===== src/rtl/sorted_cycle_timer_queue_defines.svh =====
// Assertion macros for the sorted cycle timer queue.
`ifndef SORTED_CYCLE_TIMER_QUEUE_DEFINES_SVH
`define SORTED_CYCLE_TIMER_QUEUE_DEFINES_SVH
`ifndef SYNTHESIS
`define SCTQ_ASSERT(label, clk, rst, prop, msg) \
  label: assert property (@(posedge clk) disable iff (rst) prop) else $error(msg);
`define SCTQ_ASSERT_RST(label, clk, prop, msg) \
  label: assert property (@(posedge clk) prop) else $error(msg);
`else
`define SCTQ_ASSERT(label, clk, rst, prop, msg)
`define SCTQ_ASSERT_RST(label, clk, prop, msg)
`endif
`endif


===== src/rtl/sctq_pkg.sv =====
// Shared types and constants for the sorted cycle timer queue.
`timescale 1ns / 1ps
package sctq_pkg;
  localparam int SLOTS_DEF = 32;
  localparam int KEY_BITS_DEF = 8;
  localparam int KEY_W = 8;
  localparam int DLY_W = 32;
  localparam int CYC_W = 64;
  localparam logic [63:0] EMPTY_SLEEP = 64'd1000;

  localparam logic [1:0] OP_REGISTER = 2'd0;
  localparam logic [1:0] OP_CANCEL = 2'd1;
  localparam logic [1:0] OP_STATUS = 2'd2;
  localparam logic [1:0] OP_PROCESS = 2'd3;

  typedef struct packed {
    logic [1:0] opcode;
    logic [KEY_W-1:0] timer_key;
    logic [DLY_W-1:0] delay;
    logic [CYC_W-1:0] now;
  } in_item_t;

  typedef struct packed {
    logic status;
    logic fired;
    logic [KEY_W-1:0] fired_key;
    logic [CYC_W-1:0] fired_deadline;
    logic [CYC_W-1:0] remaining;
    logic [CYC_W-1:0] sleep_cycles;
    logic [CYC_W-1:0] run_span;
    logic last;
  } out_item_t;

  // controller -> datapath
  typedef struct packed {
    logic load;      // capture input transaction
    logic scan;      // advance scan index
    logic shift;     // perform move step
    logic fire;      // stage fire result
    logic summary;   // stage summary result
  } dp_cmd_t;

  // datapath -> controller
  typedef struct packed {
    logic scan_done;
    logic shift_done;
    logic head_due;
  } dp_sts_t;
endpackage


===== src/rtl/sctq_ctrl.sv =====
// Controller state machine sequencing search, update and result issue.
`timescale 1ns / 1ps
module sctq_ctrl (
  input  logic clk,
  input  logic rst,
  input  logic in_valid,
  output logic in_ready,
  output logic out_valid,
  input  logic out_ready,
  input  sctq_pkg::dp_sts_t sts,
  input  logic [1:0] opcode_q,
  output sctq_pkg::dp_cmd_t cmd
);
  import sctq_pkg::*;
  typedef enum logic [4:0] {
    S_IDLE  = 5'b00001,
    S_SCAN  = 5'b00010,
    S_MOVE  = 5'b00100,
    S_PROC  = 5'b01000,
    S_OUT   = 5'b10000
  } state_t;
  state_t state, state_next;
  logic last_out, last_out_next;
  logic ov, ov_next;

  assign in_ready = (state == S_IDLE);
  assign out_valid = ov;

  always_comb begin
    state_next = state;
    last_out_next = last_out;
    ov_next = ov;
    cmd = '0;
    case (state)
      S_IDLE: begin
        if (in_valid) begin
          cmd.load = 1'b1;
          state_next = S_SCAN;
        end
      end
      S_SCAN: begin
        if (opcode_q == OP_PROCESS) begin
          state_next = S_PROC;
        end else if (sts.scan_done) begin
          state_next = S_MOVE;
        end else begin
          cmd.scan = 1'b1;
        end
      end
      S_MOVE: begin
        if (sts.shift_done) begin
          cmd.summary = 1'b1;
          ov_next = 1'b1;
          last_out_next = 1'b1;
          state_next = S_OUT;
        end else begin
          cmd.shift = 1'b1;
        end
      end
      S_PROC: begin
        if (sts.head_due) begin
          cmd.fire = 1'b1;
          last_out_next = 1'b0;
        end else begin
          cmd.summary = 1'b1;
          last_out_next = 1'b1;
        end
        ov_next = 1'b1;
        state_next = S_OUT;
      end
      S_OUT: begin
        if (out_ready) begin
          ov_next = 1'b0;
          state_next = last_out ? S_IDLE : S_PROC;
        end
      end
      default: state_next = S_IDLE;
    endcase
  end

  always_ff @(posedge clk) begin
    if (rst) begin
      state <= S_IDLE;
      ov <= 1'b0;
      last_out <= 1'b0;
    end else begin
      state <= state_next;
      ov <= ov_next;
      last_out <= last_out_next;
    end
  end
endmodule


===== config.mk =====
export PLATFORM = sky130hd
export DESIGN_NAME = sctq_ctrl
export DESIGN_NICKNAME = d
export VERILOG_FILES = /design/src/rtl/sorted_cycle_timer_queue_defines.svh /design/src/rtl/sctq_pkg.sv /design/src/rtl/sctq_ctrl.sv
export SDC_FILE = /design/constraint.sdc
export NUM_CORES = 1
export LEC_CHECK = 0
export BUFFER_PORTS_ARGS = -buffer_cell sky130_fd_sc_hd__buf_2
export CAP_MARGIN = 25
export CORE_AREA = 2 2 39 41
export CTS_BUF_LIST = sky130_fd_sc_hd__clkbuf_4
export DETAILED_ROUTE_END_ITERATION = 12
export DIE_AREA = 0 0 41 43
export PLACE_DENSITY = 0.58
export RECOVER_POWER = 50
export SKIP_LAST_GASP = 1
export SYNTH_ARGS = -nofsm -noshare
export SYNTH_HDL_FRONTEND = slang
export SYNTH_SLANG_ARGS = --single-unit

===== constraint.sdc =====
create_clock -name clk -period 4.85 [get_ports clk]
set_clock_uncertainty 0.15 [all_clocks]
set_input_delay 0.2425 -clock clk [delete_from_list [all_inputs] [get_ports clk]]
set_output_delay 0.2425 -clock clk [all_outputs]
set_load 0.02 [all_outputs]

-- Yosys cells after proc, flatten, opt, wreduce, memory -nomap -nowiden
Index checks and enable logic that the tools add are counted.
- eq/ne operators: 10
- muxes and demuxes: 23
- reductions and logical operators: 5
- operators by type and width (operator ; count):
    $mux 5 ; 5
    $pmux 5 s5 ; 1
    $mux 1 ; 13
    $ne 2x2->1 const B ; 3
    $eq 5x1->1 const B ; 1
    $eq 5x2->1 const B ; 1
    $eq 5x3->1 const B ; 1
    $eq 5x4->1 const B ; 1
    $eq 5x5->1 const B ; 1
    $mux 4 ; 1
    $pmux 1 s2 ; 2
    $reduce_and 4->1 ; 1
    $ne 3x3->1 const B ; 1
    $pmux 1 s3 ; 1
    $reduce_and 3->1 ; 1
    $reduce_bool 3->1 ; 1
    $eq 2x2->1 const B ; 1
    $reduce_and 2->1 ; 1
    $reduce_bool 2->1 ; 1
- register bits: 7
- logic and storage cells: 41

-- Logic depth before layout (Yosys ltp)
Gate-level depths: netlist (run 1).
- word-level depth: 3
- mapped depth: 6

-- Worst setup path before layout (run 1)
Ideal clock, no wire load.
- path kind: reg-to-reg
- from: reg state[2]
- to: reg state[0]
- arrival: 1.643 ns
- slack: 2.939 ns
- stages on the path, launching flop included: 7
- buffers on the path: 1
- clock period less this slack: 1.911 ns
- cell sequence: dfxtp_1 -> buf_2 -> nor3_2 -> nand3b_2 -> nor3b_1 -> or3_1 -> o21ai_1
- cells in the longest elaborated chain, start to end: 3
- RTL lines (item ; RTL line ; RTL):
    start, declared ; sctq_ctrl.sv:22 ; state_t state, state_next;
    start signal, assigned ; sctq_ctrl.sv:87 ; state <= state_next;
    $eq 5x2->1, or another cell as far along ; sctq_ctrl.sv:34 ; case (state)
    $ne 3x3->1 (no source line) / $ne 2x2->1 (equally long branches) ; -- ;
    $reduce_and 4->1 (no source line) ; -- ;
Several ways; a longest one is shown, not always the timed one.
A chain may end at the register's enable or synchronous reset.

==> impl_metrics.toml, run 1 <==
[yosys]
seq_area_frac_synth = 0.311
syn_nets = 64
muxShareOfSynthArea = 0
synthesis.area_um2 = 450
synth-xor-area-share = 0.0194
synth_edf_count = 0
synth-main-ff-cell = "dfxtp_1"
ys_ff_latch = 7
synthAdderAreaFrac = 0
netlist.top_cell.by_area = "dfxtp_1"
avgSynthCellArea_um2 = 8.19
synth_top_family_by_area = "simple AND/OR/NAND/NOR gates"
ys_warn_count = 0
synthCells = 55
synth_compound_area_frac = 0.161
synth_area_leaders = "dfxtp_1, nor4b_4, nand3b_1, a21oi_1, nor3_1"
async_flop_share = 0
synth_simple_gate_area_frac = 0.464
netlist-cell-type-count = 27
synth_top_area_frac = 0.311

[detailed_routing]
dr.pass1.iters = 4
routed_wl_um = 921
final_antenna_net_count = 0
drc = 0
dr_total_vias = 444
drt-initial-drc-count = 10
wl_per_cell_um = 10.3
viasPerCell = 4.99

[critical_path]
crit_type = "reg -> out"
setup.worst_path.start_class = "flip-flop"
regToRegSetupSlack_ps = 3050
reg2regPathDepth = 5
crit_fanout = 7
r2r-end = "state[2]"
cp.arrival_ps = 1650
cp_data_required_time_ps = 4460
cp-end-kind = "output pin"
rr_startpoint = "state[2]"

[sta]
period_share = 0.422
period_needed_ps = 2050
maxSlewHeadroom = 0.734
setup_tns_ps = 0
finalHoldViolCount = 0
rsz0062_at_grt = "no"
max_freq_ghz = 0.489
setup_viol = 0
worst_slew_pin_slew_ps = 396
fin_hold_ws_ps = 103
slew_viol_final = 0

[pwr]
power_frac_comb = 0.210
p_clk_frac = 0.370
p_sw_mw = 0.0400
switching_share = 0.262
leakage_nw = 0.266
irDropWorstVdd_uv = 106
powerDensity_nw_per_um2 = 271
total_power_mw = 0.153
p_int_mw = 0.113
p_seq_frac = 0.420

[floorplan]
ios = 16
die_h_um = 43
core_area_um2 = 1380
initial_core_util = 0.325
die_area_um2 = 1760
dieWidth_um = 41
rows = 14

[run]
max_cap_viol_count = 0

[grt]
antenna_found_initial = 0
grt_util_all_layers = 0.111
grt_max_degree = 9
grt_overflow = 0
grt_pass1_vias = 363
grt_pass1_wl_mm = 1.31

[cts]
cts_htree_levels = 1
clock_latency_ps = 240
numCtsBuffers = 3
post-cts-setup-buffers = 0
cts_resized = 0
path_clk_slew_ps = 50
cts.sink_count = 7
cts_tree = "done"
clockBufferDepth = 2
cts_hold_buf = 0
root_buffer = "clkbuf_4"

[min_path]
hold_path.class = "in -> reg"
min_to = "state[4]"
hold_start = "rst"
worstHoldPathCells = 2

[placement]
place_inst = 85
portBuffers = 15
place.gp.congestion = 0.664

[layout]
fin_util = 0.408
nets = 83
final_cell_count_no_fill = 89
diodes = 0
drive_above_1_share = 0.315
areaGrowthSynthToFinish_pct = 25.3

[run_status]
status = "completed"
[placed cells by master (no fill, tap or decap)]
cell / netlist / routed
a211oi_1: 1 / 1
a21oi_1: 4 / 4
and2_1: 2 / 2
buf_2: 1 / 14
clkbuf_1: 0 / 1
clkbuf_4: 0 / 4
dfxtp_1: 7 / 7
inv_1: 4 / 4
nand2_1: 4 / 4
nand2b_1: 1 / 1
nand3b_1: 3 / 3
nand3b_2: 1 / 1
nor2_1: 4 / 4
nor2b_4: 1 / 1
nor3_1: 4 / 5
nor3b_1: 1 / 1
nor4_1: 2 / 2
nor4b_4: 1 / 1
o21ai_0: 3 / 4
o21ai_2: 1 / 1
o22a_1: 1 / 1
o31ai_1: 1 / 1
or2_4: 1 / 1
or2b_1: 1 / 1
or3_1: 2 / 2
or4b_1: 1 / 1
xor2_1: 1 / 1
[stage by stage]
step / area, µm² / worst slack (ps)
final: 564 / 2800
after global routing: 564 / 2670
after CTS: 571 / 2860
after floorplan: 450 / 2940
after detailed placement: 541 / 3100
after global placement: 541 / 3120
[worst max-delay path by stage]
stage               startpoint        to  slack (ps)  cells after the start
finish                state[3]    cmd[3]        2800                      4
global route          state[3]    cmd[3]        2670                      4
CTS                   state[3]    cmd[3]        2860                      4
detailed placement    state[2]  state[2]        3100                      5
global placement      state[2]  state[2]        3120                      5
floorplan             state[2]  state[0]        2940                      6
[synthesized netlist by cell type (all sizes together) (2+ instances only)]
library cell,n
o21ai,5
inv,4
nand3b,4
dfxtp,7
a21oi,4
nor3,5
and2,2
nor4,2
or3,2
nand2,4
nor2,4
[cells by family (layout without fill, tap and decap cells)]
logic type	after synthesis	after routing
AO/OA/AOI/OAI	12	12
AND/OR/NAND/NOR	30	30
flip-flops	7	7
XOR/XNOR	1	1
buffers and inverters	5	23
[state kept, by name, summed over array words and instances (netlist names)]
register	flops
last_out	1
out_valid	1
state	5
[worst max-delay path: stages, from the launching register on]
cell,delay [ps]
dfxtp_1,370
nor3_1,320
nand3b_2,140
nor3b_1,340
buf_2,240
[power groups by stage]
stage	Combinational (mW)	Sequential (mW)	Clock, mW
2_1_floorplan	0.0237	0.0643	0
3_3_place_gp	0.0333	0.0656	0
3_5_place_dp	0.0331	0.0656	0
4_1_cts	0.0332	0.0644	0.0574
5_1_grt	0.0357	0.0645	0.0602
6_report	0.0322	0.0642	0.0566
[layout make-up]
type	count	area, µm²
clock buffer	4	30.0
fill	158	820
inverter	4	15.0
multi-input combinational	43	285
sequential	7	140
tap	16	20.0
timing repair buffer	15	73.8
[metal layers]
layer | global-route usage | wire length, µm
met5 | 0 | 0
met4 | 0.100 | 29
met2 | 0.159 | 391
met3 | 0 | 55
met1 | 0.143 | 443
(Power assumes the default switching activity.)
==> inputs of run 2 (changes only) <==
clock period = 2.1 ns   (was 4.85 ns; I/O delays follow)
==> run 2 against run 1 <==
Against the previous run:
- via count decreased by 1.1%
- routed wire length increased by 4.8%
- sequential share of layout area decreased by 0.54 points
- utilization increased by 0.90 points
- global-route usage increased by 2.7 points
- final area increased by 2.2%
- sequential power increased by 130%
- total power increased by 130%
- first-iteration DRC count decreased by 30%
- non-clock buffer count increased by 1
- cell count increased by 1.1%
- critical endpoint unchanged
- highest routed layer unchanged
==> impl_metrics.toml, run 2 (same netlist as run 1, synthesis figures left out) <==
[run_status]
status = "completed"

[critical_path]
crit_buf_inv = 1
slowest_delay_ps = 380
cp_top_family = "simple AND/OR/NAND/NOR gates"
cp-end-kind = "output pin"
cpMaxStageDelayCell = "dfxtp_1"
crit_type = "reg -> out"
cp_data_required_time_ps = 1850
path_depth = 4
cp.arrival_ps = 1590
reg2regPathDepth = 5
setup.worst_path.start_class = "flip-flop"
critPathLaunch = "state[3]"
crit_fanout = 7
rr_startpoint = "state[2]"
path_cells = "nor3_2, nand3b_2, nor3b_1, buf_2"

[placement]
place_hpwl_um = 778
place.gp.congestion = 0.681
pre_cts_ws_ps = 410
portBuffers = 15

[cts]
clock_latency_ps = 250
clockBufferDepth = 2
cts_resized = 0
cts_tree = "done"
path_clk_slew_ps = 50
cts_htree_levels = 1
numCtsBuffers = 3
cts.sink_count = 7
root_buffer = "clkbuf_4"
post-cts-setup-buffers = 0

[floorplan]
core_area_um2 = 1380
die_h_um = 43
ios = 16
initial_core_util = 0.325
dieWidth_um = 41
die_area_um2 = 1760
rows = 14

[sta]
worst_slack_ps = 250
worst_slew_pin_slew_ps = 368
period_share = 0.881
setup_tns_ps = 0
setup_viol = 0
rsz0062_at_grt = "no"
max_freq_ghz = 0.541
finalHoldViolCount = 0
slew_viol_final = 0
maxSlewHeadroom = 0.754
period_needed_ps = 1850

[min_path]
worstHoldPathCells = 4
hold_path.class = "in -> reg"
hold_start = "out_ready"

[detailed_routing]
routed_wl_um = 965
wl_per_cell_um = 10.7
dr_total_vias = 439
final_antenna_net_count = 0
viasPerCell = 4.88
drc = 0
drt-initial-drc-count = 7
dr.pass1.iters = 4

[run]
max_cap_viol_count = 0

[grt]
antenna_found_initial = 0
grt_max_degree = 9
grt_overflow = 0
grt_pass1_wl_mm = 1.63
grt_util_all_layers = 0.138
grt_pass1_vias = 426

[layout]
regMostFlops = "state"
diodes = 0
areaGrowthSynthToFinish_pct = 28.1
drive_above_1_share = 0.297
fin_util = 0.417
final_common_cell = "buf_2"
largest_register_ffs = 5
nets = 84
mostFrequentLayoutCells = "buf_2, dfxtp_1"

[pwr]
powerDensity_nw_per_um2 = 619
leakage_nw = 0.265
irDropWorstVdd_uv = 283
run 2: worst paths after layout:
check                           endpoint  slack [ps]
worst max-delay path              cmd[3]         250
worst max register to register  state[2]         390
worst min register to register  last_out         340
worst min-delay path            state[4]          10
run 2: worst min-delay path, delay by kind of cell:
family | cells | cell delay, ps
buffers and inverters | 2 | 130
AND/OR/NAND/NOR | 1 | 60
AO/OA/AOI/OAI | 1 | 50
run 2: area by class of cell:
cell class,count,area [µm²]
clock buffer,4,30.0
fill,146,807
inverter,4,15.0
multi-input combinational,43,290
sequential,7,140
tap,16,20.0
timing repair buffer,16,81.3
run 2: metrics by stage:
step	hold slack, ps	power (mW)	std cells	cell area [µm²]
after detailed placement	218	0.228	85	541
after CTS	16.9	0.361	90	581
final	14.9	0.357	90	577
after global placement	214	0.228	85	541
after floorplan	24.1	0.203	55	450
after global routing	61.6	0.379	90	577
run 2: power breakdown:
part           internal [mW]  switching (mW)
Sequential             0.138          0.0106
Combinational         0.0383          0.0382
Clock                 0.0852          0.0464
run 2: metal layers:
| metal | part of all wire | track usage | vias to the layer above |
|---|---|---|---|
| met5 | 0 | 0 | - |
| met4 | 0.025 | 0.100 | 0 |
| met3 | 0.055 | 0.0157 | 2 |
| met2 | 0.45 | 0.203 | 16 |
| met1 | 0.47 | 0.175 | 187 |
| li1 | - | - | 234 |
run 2: what timing repair did:
item | 4_1_cts | 5_1_grt
hold buffers | 1 | 0
setup endpoints to repair | 0 | 0
endpoints found under the hold margin | 6 | 0
==> inputs of run 3 (changes only) <==
ABC_AREA = 1   (was unset)
PLACE_DENSITY = 0.59   (was 0.58)
==> run 3 against run 2 <==
Against the previous run:
- utilization grew 0.18 points
- register-to-register slack gained 220 ps
- maximum frequency grew 0.55%
- final area grew 0.43%
- global-route usage grew 0.32 points
- sequential share of layout area shrank 0.10 points
- cell count grew 21%
- clock power is essentially flat
- non-clock buffer count is the same
- synthesized area grew 2.2%
- worst hold slack gained 29 ps
- largest cell class unchanged
- largest power group is now combinational logic
==> impl_metrics.toml, run 3 <==
[grt]
grt_pass1_wl_mm = 1.65
grt_util_all_layers = 0.141
grt_max_degree = 6
antenna_found_initial = 0
grt_pass1_vias = 420
grt_overflow = 0

[yosys]
synth_top_area_frac = 0.304
synth_edf_count = 0
syn_nets = 82
synthCells = 73
synthesis.area_um2 = 460
avgSynthCellArea_um2 = 6.31
ys_ff_latch = 7
synth-main-ff-cell = "dfxtp_1"
synthTopCellsByCount = "nand2_1, inv_1, nor2_1"
netlist.top_cell.by_area = "dfxtp_1"
synth_most_common_cell = "nand2_1"
netlist-cell-type-count = 17
seq_area_frac_synth = 0.304
async_flop_share = 0
ys_warn_count = 0
synth_area_leaders = "dfxtp_1, nand2_1, inv_1, nor2_1, nand3_2"

[pwr]
powerDensity_nw_per_um2 = 877
leakage_nw = 0.333
irDropWorstVdd_uv = 351

[run]
max_cap_viol_count = 0

[layout]
largest_register_ffs = 5
regMostFlops = "state"
mostFrequentLayoutCells = "nand2_1, inv_1, buf_2"
diodes = 0
final_common_cell = "nand2_1"
drive_above_1_share = 0.301
nets = 103
areaGrowthSynthToFinish_pct = 25.8

[sta]
setup_tns_ps = 0
setup_viol = 0
worst_slew_pin_slew_ps = 385
slew_viol_final = 0
finalHoldViolCount = 0
period_share = 0.876
period_needed_ps = 1840
maxSlewHeadroom = 0.742
rsz0062_at_grt = "no"
worst_slack_ps = 260
max_freq_ghz = 0.544

[cts]
root_buffer = "clkbuf_4"
post-cts-setup-buffers = 0
cts_htree_levels = 1
clockBufferDepth = 2
path_clk_slew_ps = 50
cts_resized = 0
cts.sink_count = 7
clock_latency_ps = 250
cts_tree = "done"
numCtsBuffers = 3

[placement]
pre_cts_ws_ps = 678
place_hpwl_um = 838
place.gp.congestion = 0.855
portBuffers = 15

[detailed_routing]
drc = 0
dr.pass1.iters = 4
drt-initial-drc-count = 13
viasPerCell = 4.50
final_antenna_net_count = 0
routed_wl_mm = 1.02
dr_total_vias = 490
wl_per_cell_um = 9.36

[floorplan]
ios = 16
die_area_um2 = 1760
core_area_um2 = 1380
dieWidth_um = 41
rows = 14
initial_core_util = 0.333
die_h_um = 43

[run_status]
status = "completed"

[critical_path]
setup.worst_path.start_class = "flip-flop"
cp_data_required_time_ps = 1850
rr_startpoint = "state[3]"
critPathLaunch = "state[0]"
cp.arrival_ps = 1580
crit_fanout = 4
cp-end-kind = "output pin"
crit_type = "reg -> out"

[min_path]
hold_path.class = "in -> reg"
hold_start = "sts[0]"
## run 3: cell types whose count changed in the layout (fill, tap and decap cells not counted), sizes merged, moves of 3 or more
cell,delta
inv,+12
o21ai,-3
nor3,-5
nand3,+5
nand3b,-4
nand2,+15
nor2,+11
## run 3: cells by family after synthesis
kind of cell | Yosys count | synth area share
AND/OR/NAND/NOR | 41 | 0.448
flip-flops | 7 | 0.304
AO/OA/AOI/OAI | 9 | 0.117
buffers and inverters | 16 | 0.130
## run 3: repair_timing
| action | in CTS | in global routing |
|---|---|---|
| hold buffers | 1 | 0 |
| setup endpoints to repair | 0 | 0 |
| hold endpoints to repair | 3 | 0 |
## run 3: per-stage QoR
step	instances	util	area [µm²]	hold WS, ps	power (mW)
after floorplan	73	-	460	17.4	0.328
after global placement	104	0.401	556	166	0.381
after CTS	109	0.430	596	52.8	0.517
after global routing	109	0.419	579	81.9	0.543
after detailed placement	104	0.401	556	167	0.382
final	109	0.419	579	43.5	0.508
## run 3: worst paths after layout
kind	end	slack [ps]	depth (start not counted)
setup reg to reg	state[0]	610	8
hold reg to reg	out_valid	320	2
setup / recovery	cmd[0]	260	6
hold / removal	last_out	40	4
## run 3: critical path: stages (launching register included)
cell	delay [ps]
dfxtp_1	320
nor2_1	250
nand3_2	170
nand2_2	120
nand3_1	180
nor2_1	130
buf_2	170
## run 3: area by class of cell
cell class,instances,area (µm²)
clock buffers,4,30.0
fillers,154,805
inverters,16,60.1
multi-input cells,50,245
flip-flops and latches,7,140
well taps,16,20.0
repair buffers,16,83.8
## run 3: power by group
group          internal (mW)  switching (mW)
Clock                 0.0854          0.0492
Combinational         0.0697           0.137
Sequential             0.152          0.0143
Total                  0.307           0.201
## run 3: metal layers
metal,vias to the layer above,track usage,share of wire
met1,201,0.202,0.50
li1,268,-,-
met2,15,0.178,0.42
met5,-,0,0
met3,6,0.0471,0.053
met4,0,0.0800,0.025
